$ cat src/hw/rtl/sequential_list_engine_macros.svh
// assertion helpers for the list engine, clocked on i_clk, off during reset
`ifndef SEQUENTIAL_LIST_ENGINE_MACROS_SVH
`define SEQUENTIAL_LIST_ENGINE_MACROS_SVH

// expression must hold at every edge out of reset
`define SLE_ASSERT_ALWAYS(lbl, expr, msg) \
    lbl: assert property (@(posedge i_clk) disable iff (!i_rst_n) (expr)) else $error(msg);

// consequent must hold in the same cycle as the antecedent
`define SLE_ASSERT_IMP(lbl, ante, cons, msg) \
    lbl: assert property (@(posedge i_clk) disable iff (!i_rst_n) (ante) |-> (cons)) \
        else $error(msg);

`endif

$ cat src/hw/rtl/sle_pkg.sv
package sle_pkg;

    localparam int CAPACITY_DEF = 16;

    localparam int FUNC_W  = 3;
    localparam int POS_W   = 5;
    localparam int VALUE_W = 32;
    localparam int STAT_W  = 2;

    localparam logic [FUNC_W-1:0] FUNC_DELETE = 3'd0;
    localparam logic [FUNC_W-1:0] FUNC_INSERT = 3'd1;
    localparam logic [FUNC_W-1:0] FUNC_SEARCH = 3'd2;
    localparam logic [FUNC_W-1:0] FUNC_MODIFY = 3'd3;
    localparam logic [FUNC_W-1:0] FUNC_READ   = 3'd4;

    localparam logic [STAT_W-1:0] STAT_OK       = 2'd0;
    localparam logic [STAT_W-1:0] STAT_BADPOS   = 2'd1;
    localparam logic [STAT_W-1:0] STAT_FULL     = 2'd2;
    localparam logic [STAT_W-1:0] STAT_NOTFOUND = 2'd3;

    typedef struct packed {
        logic [FUNC_W-1:0]         func;
        logic [POS_W-1:0]          position;
        logic signed [VALUE_W-1:0] value;
    } t_in_item;

    typedef struct packed {
        logic [STAT_W-1:0]         status;
        logic [POS_W-1:0]          found_position;
        logic signed [VALUE_W-1:0] data;
        logic [POS_W-1:0]          count;
    } t_out_item;

endpackage

$ cat src/hw/rtl/sle_mem.sv
module sle_mem
    import sle_pkg::*;
#(
    parameter int DEPTH = CAPACITY_DEF,
    parameter int AW    = (DEPTH > 1) ? $clog2(DEPTH) : 1
) (
    input  logic               i_clk,
    input  logic               i_we,
    input  logic [AW-1:0]      i_waddr,
    input  logic [VALUE_W-1:0] i_wdata,
    input  logic [AW-1:0]      i_raddr,
    output logic [VALUE_W-1:0] o_rdata
);

    logic [VALUE_W-1:0] r_mem [DEPTH];
    logic [VALUE_W-1:0] r_rdata;

    // one write port, one registered read port
    always_ff @(posedge i_clk) begin
        if (i_we) begin
            r_mem[i_waddr] <= i_wdata;
        end
        r_rdata <= r_mem[i_raddr];
    end

    assign o_rdata = r_rdata;

endmodule

$ cat src/hw/rtl/sequential_list_engine.sv
// Ordered list of up to CAPACITY signed 32-bit entries kept in an entry RAM
// with one write port and one registered read port, and run by a small
// sequencer around one equality comparator and a shared pointer incrementer and decrementer.
// Each accepted transfer carries func, a 1-based position and a value, and
// gives exactly one result transfer with status, found position, data and
// the entry count after the operation. The input is taken only while the
// sequencer is idle; a finished result waits in an output register.
// With n entries and position p: errors and unused func codes go straight
// to the result; read and modify fetch one entry; delete moves entries
// p+1..n down one place; insert moves entries p..n up one place from the
// tail; search checks entries from 1 until the first match or the end.
// Every shifted or compared entry is read from the registered RAM port
// and written or checked in the cycle after. The block takes the next item
// in the cycle after the result is loaded. The list starts empty after
// reset; RAM contents are never cleared and only entries 1..count are
// ever read.
module sequential_list_engine
    import sle_pkg::*;
#(
    parameter int CAPACITY = CAPACITY_DEF
) (
    input  logic      i_clk,
    input  logic      i_rst_n,
    input  logic      i_in_valid,
    output logic      o_in_ready,
    input  t_in_item  i_in_data,
    output logic      o_out_valid,
    input  logic      i_out_ready,
    output t_out_item o_out_data
);

`include "sequential_list_engine_macros.svh"

    // index into the RAM, and count wide enough to hold CAPACITY itself
    localparam int IDXW = (CAPACITY > 1) ? $clog2(CAPACITY) : 1;
    localparam int CW   = $clog2(CAPACITY + 1);
    // compare width for position against count
    localparam int CMPW = ((CW > POS_W) ? CW : POS_W) + 1;

    typedef enum logic [3:0] {
        S_IDLE,
        S_DEL,
        S_DELW,
        S_INS,
        S_INSW,
        S_SRCH,
        S_SRCHW,
        S_RD,
        S_RDW,
        S_DONE
    } t_state;

    t_state             r_state,     n_state;
    logic [FUNC_W-1:0]  r_func,      n_func;
    logic [IDXW-1:0]    r_k,         n_k;
    logic [VALUE_W-1:0] r_val,       n_val;
    logic [CW-1:0]      r_ptr,       n_ptr;
    logic [CW-1:0]      r_count,     n_count;
    logic [STAT_W-1:0]  r_status,    n_status;
    logic [POS_W-1:0]   r_found,     n_found;
    logic [VALUE_W-1:0] r_data,      n_data;
    logic               r_out_valid, n_out_valid;
    t_out_item          r_out,       n_out;

    // entry RAM port
    logic               mem_we;
    logic [IDXW-1:0]    mem_waddr;
    logic [VALUE_W-1:0] mem_wdata;
    logic [IDXW-1:0]    mem_raddr;
    logic [VALUE_W-1:0] mem_rdata;

    // shared pointer arithmetic and compare
    logic [CW-1:0]      ptr_inc;
    logic [CW-1:0]      ptr_dec;
    logic               hit;

    // input decode
    logic [CMPW-1:0]    pos_x;
    logic [CMPW-1:0]    cnt_x;
    logic               pos_nz;
    logic               in_range;
    logic               ins_range;
    logic               list_full;
    logic [POS_W-1:0]   pos_m1;

    sle_mem #(
        .DEPTH (CAPACITY),
        .AW    (IDXW)
    ) u_mem (
        .i_clk   (i_clk),
        .i_we    (mem_we),
        .i_waddr (mem_waddr),
        .i_wdata (mem_wdata),
        .i_raddr (mem_raddr),
        .o_rdata (mem_rdata)
    );

    assign ptr_inc = r_ptr + CW'(1);
    assign ptr_dec = r_ptr - CW'(1);
    assign hit     = (mem_rdata == r_val);

    // position checks against the count held before this operation
    assign pos_x     = CMPW'(i_in_data.position);
    assign cnt_x     = CMPW'(r_count);
    assign pos_nz    = (i_in_data.position != '0);
    assign in_range  = pos_nz && (pos_x <= cnt_x);
    assign ins_range = pos_nz && (pos_x <= cnt_x + CMPW'(1));
    assign list_full = (r_count == CW'(CAPACITY));
    assign pos_m1    = i_in_data.position - POS_W'(1);

    assign o_in_ready  = (r_state == S_IDLE);
    assign o_out_valid = r_out_valid;
    assign o_out_data  = r_out;

    always_comb begin
        n_state     = r_state;
        n_func      = r_func;
        n_k         = r_k;
        n_val       = r_val;
        n_ptr       = r_ptr;
        n_count     = r_count;
        n_status    = r_status;
        n_found     = r_found;
        n_data      = r_data;
        n_out       = r_out;
        n_out_valid = r_out_valid;

        mem_we    = 1'b0;
        mem_waddr = r_ptr[IDXW-1:0];
        mem_wdata = r_val;
        mem_raddr = r_ptr[IDXW-1:0];

        // result register drains independently of the sequencer
        if (i_out_ready) begin
            n_out_valid = 1'b0;
        end

        case (r_state)
            S_IDLE: begin
                if (i_in_valid) begin
                    n_func   = i_in_data.func;
                    n_k      = IDXW'(pos_m1);
                    n_val    = i_in_data.value;
                    n_status = STAT_OK;
                    n_found  = '0;
                    n_data   = '0;
                    n_state  = S_DONE;
                    case (i_in_data.func)
                        FUNC_DELETE: begin
                            if (!in_range) begin
                                n_status = STAT_BADPOS;
                            end else begin
                                n_ptr   = CW'(pos_m1);
                                n_state = S_DEL;
                            end
                        end
                        FUNC_INSERT: begin
                            if (!ins_range) begin
                                n_status = STAT_BADPOS;
                            end else if (list_full) begin
                                n_status = STAT_FULL;
                            end else begin
                                n_ptr   = r_count;
                                n_state = S_INS;
                            end
                        end
                        FUNC_SEARCH: begin
                            n_ptr   = '0;
                            n_state = S_SRCH;
                        end
                        FUNC_MODIFY, FUNC_READ: begin
                            if (!in_range) begin
                                n_status = STAT_BADPOS;
                            end else begin
                                n_state = S_RD;
                            end
                        end
                        default: begin
                            // unused func codes: ok status, no change
                            n_status = STAT_OK;
                        end
                    endcase
                end
            end
            // delete: move entry ptr+1 down to ptr until the tail
            S_DEL: begin
                if (ptr_inc < r_count) begin
                    mem_raddr = ptr_inc[IDXW-1:0];
                    n_state   = S_DELW;
                end else begin
                    n_count = r_count - CW'(1);
                    n_state = S_DONE;
                end
            end
            S_DELW: begin
                mem_we    = 1'b1;
                mem_waddr = r_ptr[IDXW-1:0];
                mem_wdata = mem_rdata;
                n_ptr     = ptr_inc;
                n_state   = S_DEL;
            end
            // insert: move entry ptr-1 up to ptr, from the tail down to k
            S_INS: begin
                if (r_ptr > CW'(r_k)) begin
                    mem_raddr = ptr_dec[IDXW-1:0];
                    n_state   = S_INSW;
                end else begin
                    mem_we    = 1'b1;
                    mem_waddr = r_k;
                    mem_wdata = r_val;
                    n_count   = r_count + CW'(1);
                    n_state   = S_DONE;
                end
            end
            S_INSW: begin
                mem_we    = 1'b1;
                mem_waddr = r_ptr[IDXW-1:0];
                mem_wdata = mem_rdata;
                n_ptr     = ptr_dec;
                n_state   = S_INS;
            end
            // search: first match wins
            S_SRCH: begin
                if (r_ptr < r_count) begin
                    mem_raddr = r_ptr[IDXW-1:0];
                    n_state   = S_SRCHW;
                end else begin
                    n_status = STAT_NOTFOUND;
                    n_state  = S_DONE;
                end
            end
            S_SRCHW: begin
                if (hit) begin
                    n_found = POS_W'(ptr_inc);
                    n_state = S_DONE;
                end else begin
                    n_ptr   = ptr_inc;
                    n_state = S_SRCH;
                end
            end
            // read and modify share the single entry fetch
            S_RD: begin
                mem_raddr = r_k;
                n_state   = S_RDW;
            end
            S_RDW: begin
                n_data = mem_rdata;
                if (r_func == FUNC_MODIFY) begin
                    mem_we    = 1'b1;
                    mem_waddr = r_k;
                    mem_wdata = r_val;
                end
                n_state = S_DONE;
            end
            S_DONE: begin
                if (!r_out_valid || i_out_ready) begin
                    n_out.status         = r_status;
                    n_out.found_position = r_found;
                    n_out.data           = r_data;
                    n_out.count          = POS_W'(r_count);
                    n_out_valid          = 1'b1;
                    n_state              = S_IDLE;
                end
            end
            default: begin
                n_state = S_IDLE;
            end
        endcase
    end

    always_ff @(posedge i_clk) begin
        if (!i_rst_n) begin
            r_state     <= S_IDLE;
            r_count     <= '0;
            r_out_valid <= 1'b0;
        end else begin
            r_state     <= n_state;
            r_count     <= n_count;
            r_out_valid <= n_out_valid;
            r_func      <= n_func;
            r_k         <= n_k;
            r_val       <= n_val;
            r_ptr       <= n_ptr;
            r_status    <= n_status;
            r_found     <= n_found;
            r_data      <= n_data;
            r_out       <= n_out;
        end
    end

    // list never grows past its capacity
    `SLE_ASSERT_ALWAYS(a_count_cap, r_count <= CW'(CAPACITY), "entry count above capacity")

    // count moves by at most one entry per cycle
    `SLE_ASSERT_ALWAYS(a_count_step,
        (r_count == $past(r_count)) || (r_count == $past(r_count) + CW'(1)) ||
        (r_count == $past(r_count) - CW'(1)), "entry count jumped")

    // a new result only comes out of the completion state
    `SLE_ASSERT_IMP(a_out_src, $rose(o_out_valid), $past(r_state) == S_DONE,
        "result raised outside completion")

    // shifts and writes stay inside the live list plus one slot
    `SLE_ASSERT_IMP(a_wr_range, mem_we, CW'(mem_waddr) <= r_count,
        "entry write beyond list tail")

endmodule

$ cat config.mk
export PLATFORM = sky130hd
export DESIGN_NAME = sequential_list_engine
export DESIGN_NICKNAME = d
export VERILOG_FILES = /design/src/hw/rtl/sle_pkg.sv /design/src/hw/rtl/sle_mem.sv /design/src/hw/rtl/sequential_list_engine.sv
export VERILOG_INCLUDE_DIRS = /design/src /design/src/hw/rtl
export SDC_FILE = /design/constraint.sdc
export NUM_CORES = 1
export LEC_CHECK = 0
export BUFFER_PORTS_ARGS = -buffer_cell sky130_fd_sc_hd__buf_2
export CAP_MARGIN = 20
export CORE_MARGIN = 2
export CORE_UTILIZATION = 67
export CTS_CLUSTER_DIAMETER = 50
export DETAILED_ROUTE_END_ITERATION = 10
export GPL_TIMING_DRIVEN = 1
export HOLD_SLACK_MARGIN = 0.15
export PLACE_DENSITY = 0.85
export SLEW_MARGIN = 20
export SYNTH_ARGS = -nofsm -noshare
export SYNTH_HDL_FRONTEND = slang
export SYNTH_SLANG_ARGS = --single-unit
$ cat constraint.sdc
create_clock -name i_clk -period 12.08 [get_ports i_clk]
set_clock_uncertainty 0.15 [all_clocks]
set_input_delay 3.624 -clock i_clk [delete_from_list [all_inputs] [get_ports i_clk]]
set_output_delay 3.624 -clock i_clk [all_outputs]
set_load 0.02 [all_outputs]
==> out/qor.txt <==
pwr/cell area -> 224.8 nW/um2
Post-Synthesis Cells -> 2016
Worst-path clk slew -> 0.06 ns
Least-Margin Pin Slew -> 1.195 ns
clk sinks -> 681
post-synthesis mux area share -> 1.314%
Synth top cells by count -> edfxtp_1, nand2_1, o21ai_0
Slowest Stage Delay on Critical Path -> 0.51 ns
post-route worst setup slack -> 6.063 ns
Post-synth EDFFs -> 639
area of the multi-input gates -> 7397 um2
hold_ws -> 0.2657 ns
status -> finished clean
Synthesized Nets -> 2092
pre-CTS setup slack -> 5.763 ns
synth warn -> 0
Initial Utilization -> 67.60%
largest net degree at the start of global routing -> 226
vias in the first global route -> 18480
crit path launch type -> flop
total die area -> 43880 um2
total global routing track utilization -> 33.17%
number of synthesized register bits -> 681
Avg Cell Area, Syn -> 14.03 um2
Worst path slowest cell -> nor2_1
gr ovfl total -> 0
Compound-Gate Fraction of Synth Area -> 15.17%
max-slew violations -> 0
Clock Tree Buf Depth -> 3
Worst Setup Path Type -> flop to output port
top post-synthesis cells by area -> edfxtp_1, dfxtp_1, nand2_1
Site Rows -> 75
Leak -> 10.68 nW
Max-Cap Viols -> 0
IO buf count -> 89
Max VDD drop -> 0.0001894 V
CTS buffer count -> 69
CP Cell Sequence -> nor2_1 > nand2_1 > inv_1 > buf_2
Layout area overhead -> 11.19%
Setup Buffers After CTS -> 0
Clock Latency Late Sink -> 0.60 ns
WL final -> 73010 um
core area -> 41850 um2
crit end category -> output port
antenna violations before repair -> 2
Die Ht -> 209.5 um
GP Congestion -> 0.8815
Initial DRT Pass Iterations -> 7
post-DP HPWL -> 38820 um
most common cell in the synthesized netlist -> edfxtp_1
Worst EP arrival -> 2.24 ns
Top-Level Pins -> 90
layout cell share with drive strength beyond 1 -> 13.93%
Post-synth top flop -> edfxtp_1
Post-Synth Adder-Cell Area -> 1.442%
first-pass GRT wire length -> 108200 um
Hold Path Class -> flop to flop
simple logic cell fraction of the synthesized area -> 6.024%
Hold-fix buffers, CTS -> 0
clock root cell -> clkbuf_16
unique cell type count in the Yosys netlist -> 67
Yosys top cell by area -> edfxtp_1
Tcrit/Tclk final -> 49.81%
H-tree levels -> 3
Nets -> 2145
RSZ-0062 raised after global routing -> false
Vias -> 18780
Final setup viols -> 0
Worst Path Buf+Inv -> 2
drt drc -> 0
synthesized area -> 28290 um2
WL/cell -> 27.47 um
Yosys top cell area share -> 67.83%
CP top delay family -> simple AND/OR/NAND/NOR gates
Fillers -> 2340
CTS tree -> done
vias per inst -> 7.064
post-route setup TNS -> 0 ns
Pwr Total -> 7.073 mW
largest family of logic cells by synthesized area -> compound AO/OA/AOI/OAI gates
Final min period -> 6.017 ns
sequential share of the synthesized area -> 70.80%
Final Hold Fails -> 0
Rel. slew slack -> 20.33%
crit-path max FO -> 13
DRT iter0 DRCs -> 2967
CP required -> 8.31 ns
Synth Area in XOR/XNOR -> 1.579%
FFs w/ async S/R, synth -> 0%
achievable frequency -> 0.1662 GHz
Resize count post-CTS -> 0
die width -> 209.5 um
area taken by flip-flops and latches -> 20030 um2
post-route ant nets -> 0
-- routing by layer --
| metal | GRT usage (%) | up-vias | wire [um] |
|---|---|---|---|
| met4 | 14.67 | 2 | 2944 |
| met3 | 8.933 | 261 | 9508 |
| met2 | 52.03 | 1477 | 34120 |
| li1 | - | 7896 | - |
| met5 | 0 | - | 14 |
| met1 | 44.24 | 9139 | 26420 |
-- sequential cells by signal, indices dropped and copies added (netlist names), 5 cells and up --
signal         cells
r_found            5
r_data            32
u_mem.o_rdata     32
r_val             32
r_count            5
u_mem.r_mem      512
o_out_data        44
r_ptr              5
-- logic make-up (layout without fill, tap and decap cells) --
| logic type | after synthesis | count (layout) |
|---|---|---|
| buffers and inverters | 234 | 336 |
| multiplexers | 33 | 33 |
| AND/OR/NAND/NOR | 375 | 375 |
| AO/OA/AOI/OAI | 610 | 610 |
| flip-flops | 681 | 681 |
| other | 0 | 1 |
| XOR/XNOR | 51 | 51 |
| adder cells (fa/ha/maj) | 32 | 32 |
-- cell usage in the layout (no fill, tap or decap), types with 5 or more instances in the layout --
| cell | synthesis | routed |
|---|---|---|
| a22oi_1 | 98 | 98 |
| clkinv_2 | 0 | 6 |
| a31oi_1 | 73 | 73 |
| o221ai_1 | 35 | 35 |
| o21a_1 | 8 | 8 |
| mux2_2 | 33 | 33 |
| xnor2_1 | 11 | 11 |
| clkbuf_1 | 68 | 17 |
| inv_1 | 93 | 93 |
| o21ai_0 | 141 | 141 |
| nor2_1 | 42 | 24 |
| bufinv_16 | 0 | 6 |
| a21o_1 | 6 | 6 |
| edfxtp_1 | 639 | 639 |
| nand4_1 | 8 | 8 |
| clkbuf_8 | 0 | 8 |
| o31a_1 | 64 | 64 |
| ha_1 | 31 | 31 |
| buf_2 | 52 | 89 |
| nor2b_1 | 8 | 8 |
| nor2_4 | 1 | 19 |
| and2_1 | 37 | 37 |
| nor4_1 | 8 | 8 |
| dfxtp_1 | 42 | 42 |
| a21oi_1 | 82 | 82 |
| clkbuf_16 | 0 | 73 |
| a32o_1 | 64 | 64 |
| clkinv_1 | 0 | 5 |
| nor3_1 | 16 | 13 |
| buf_4 | 4 | 30 |
| nand3_1 | 13 | 13 |
| nand2_1 | 222 | 221 |
| xor2_1 | 40 | 40 |
-- final cells by class --
type                    count  area share [%]
inverters                  94           1.122
clock inverters            22          0.8870
diodes                      1        0.007955
flip-flops and latches    681           63.67
multi-input cells        1101           23.51
clock buffers              98           6.360
well taps                 539           2.144
repair buffers            122           2.295
-- stage by stage --
step           utilization (%)  cell area [um2]  cells
2_1_floorplan                -            28290   2016
3_3_place_gp             69.63            29140   2536
3_5_place_dp             69.63            29140   2536
4_1_cts                  75.07            31420   2656
5_1_grt                  75.16            31460   2657
6_report                 75.16            31460   2658
-- worst paths after layout --
path / slack (ns) / start / cells after the start / endpoint
worst max-delay path: 6.06 / r_state[2]$_SDFFE_PN0P_ / 4 / o_in_ready
worst min-delay path: 0.27 / r_data[7]$_SDFFCE_PN0P_ / 0 / o_out_data[12]$_DFFE_PP_
worst max register to register: 6.43 / r_ptr[0]$_DFFE_PP_ / 15 / u_mem.o_rdata[7]$_DFF_P_
worst min register to register: 0.27 / r_data[7]$_SDFFCE_PN0P_ / 0 / o_out_data[12]$_DFFE_PP_
-- where the power goes --
part | internal (mW) | leakage [nW] | switching [mW]
Clock | 1.28 | 1.11 | 0.867
Sequential | 2.89 | 6.13 | 0.198
Combinational | 0.624 | 3.44 | 1.21
Total | 4.80 | 10.7 | 2.28
Power figures use the tool's default switching activity.
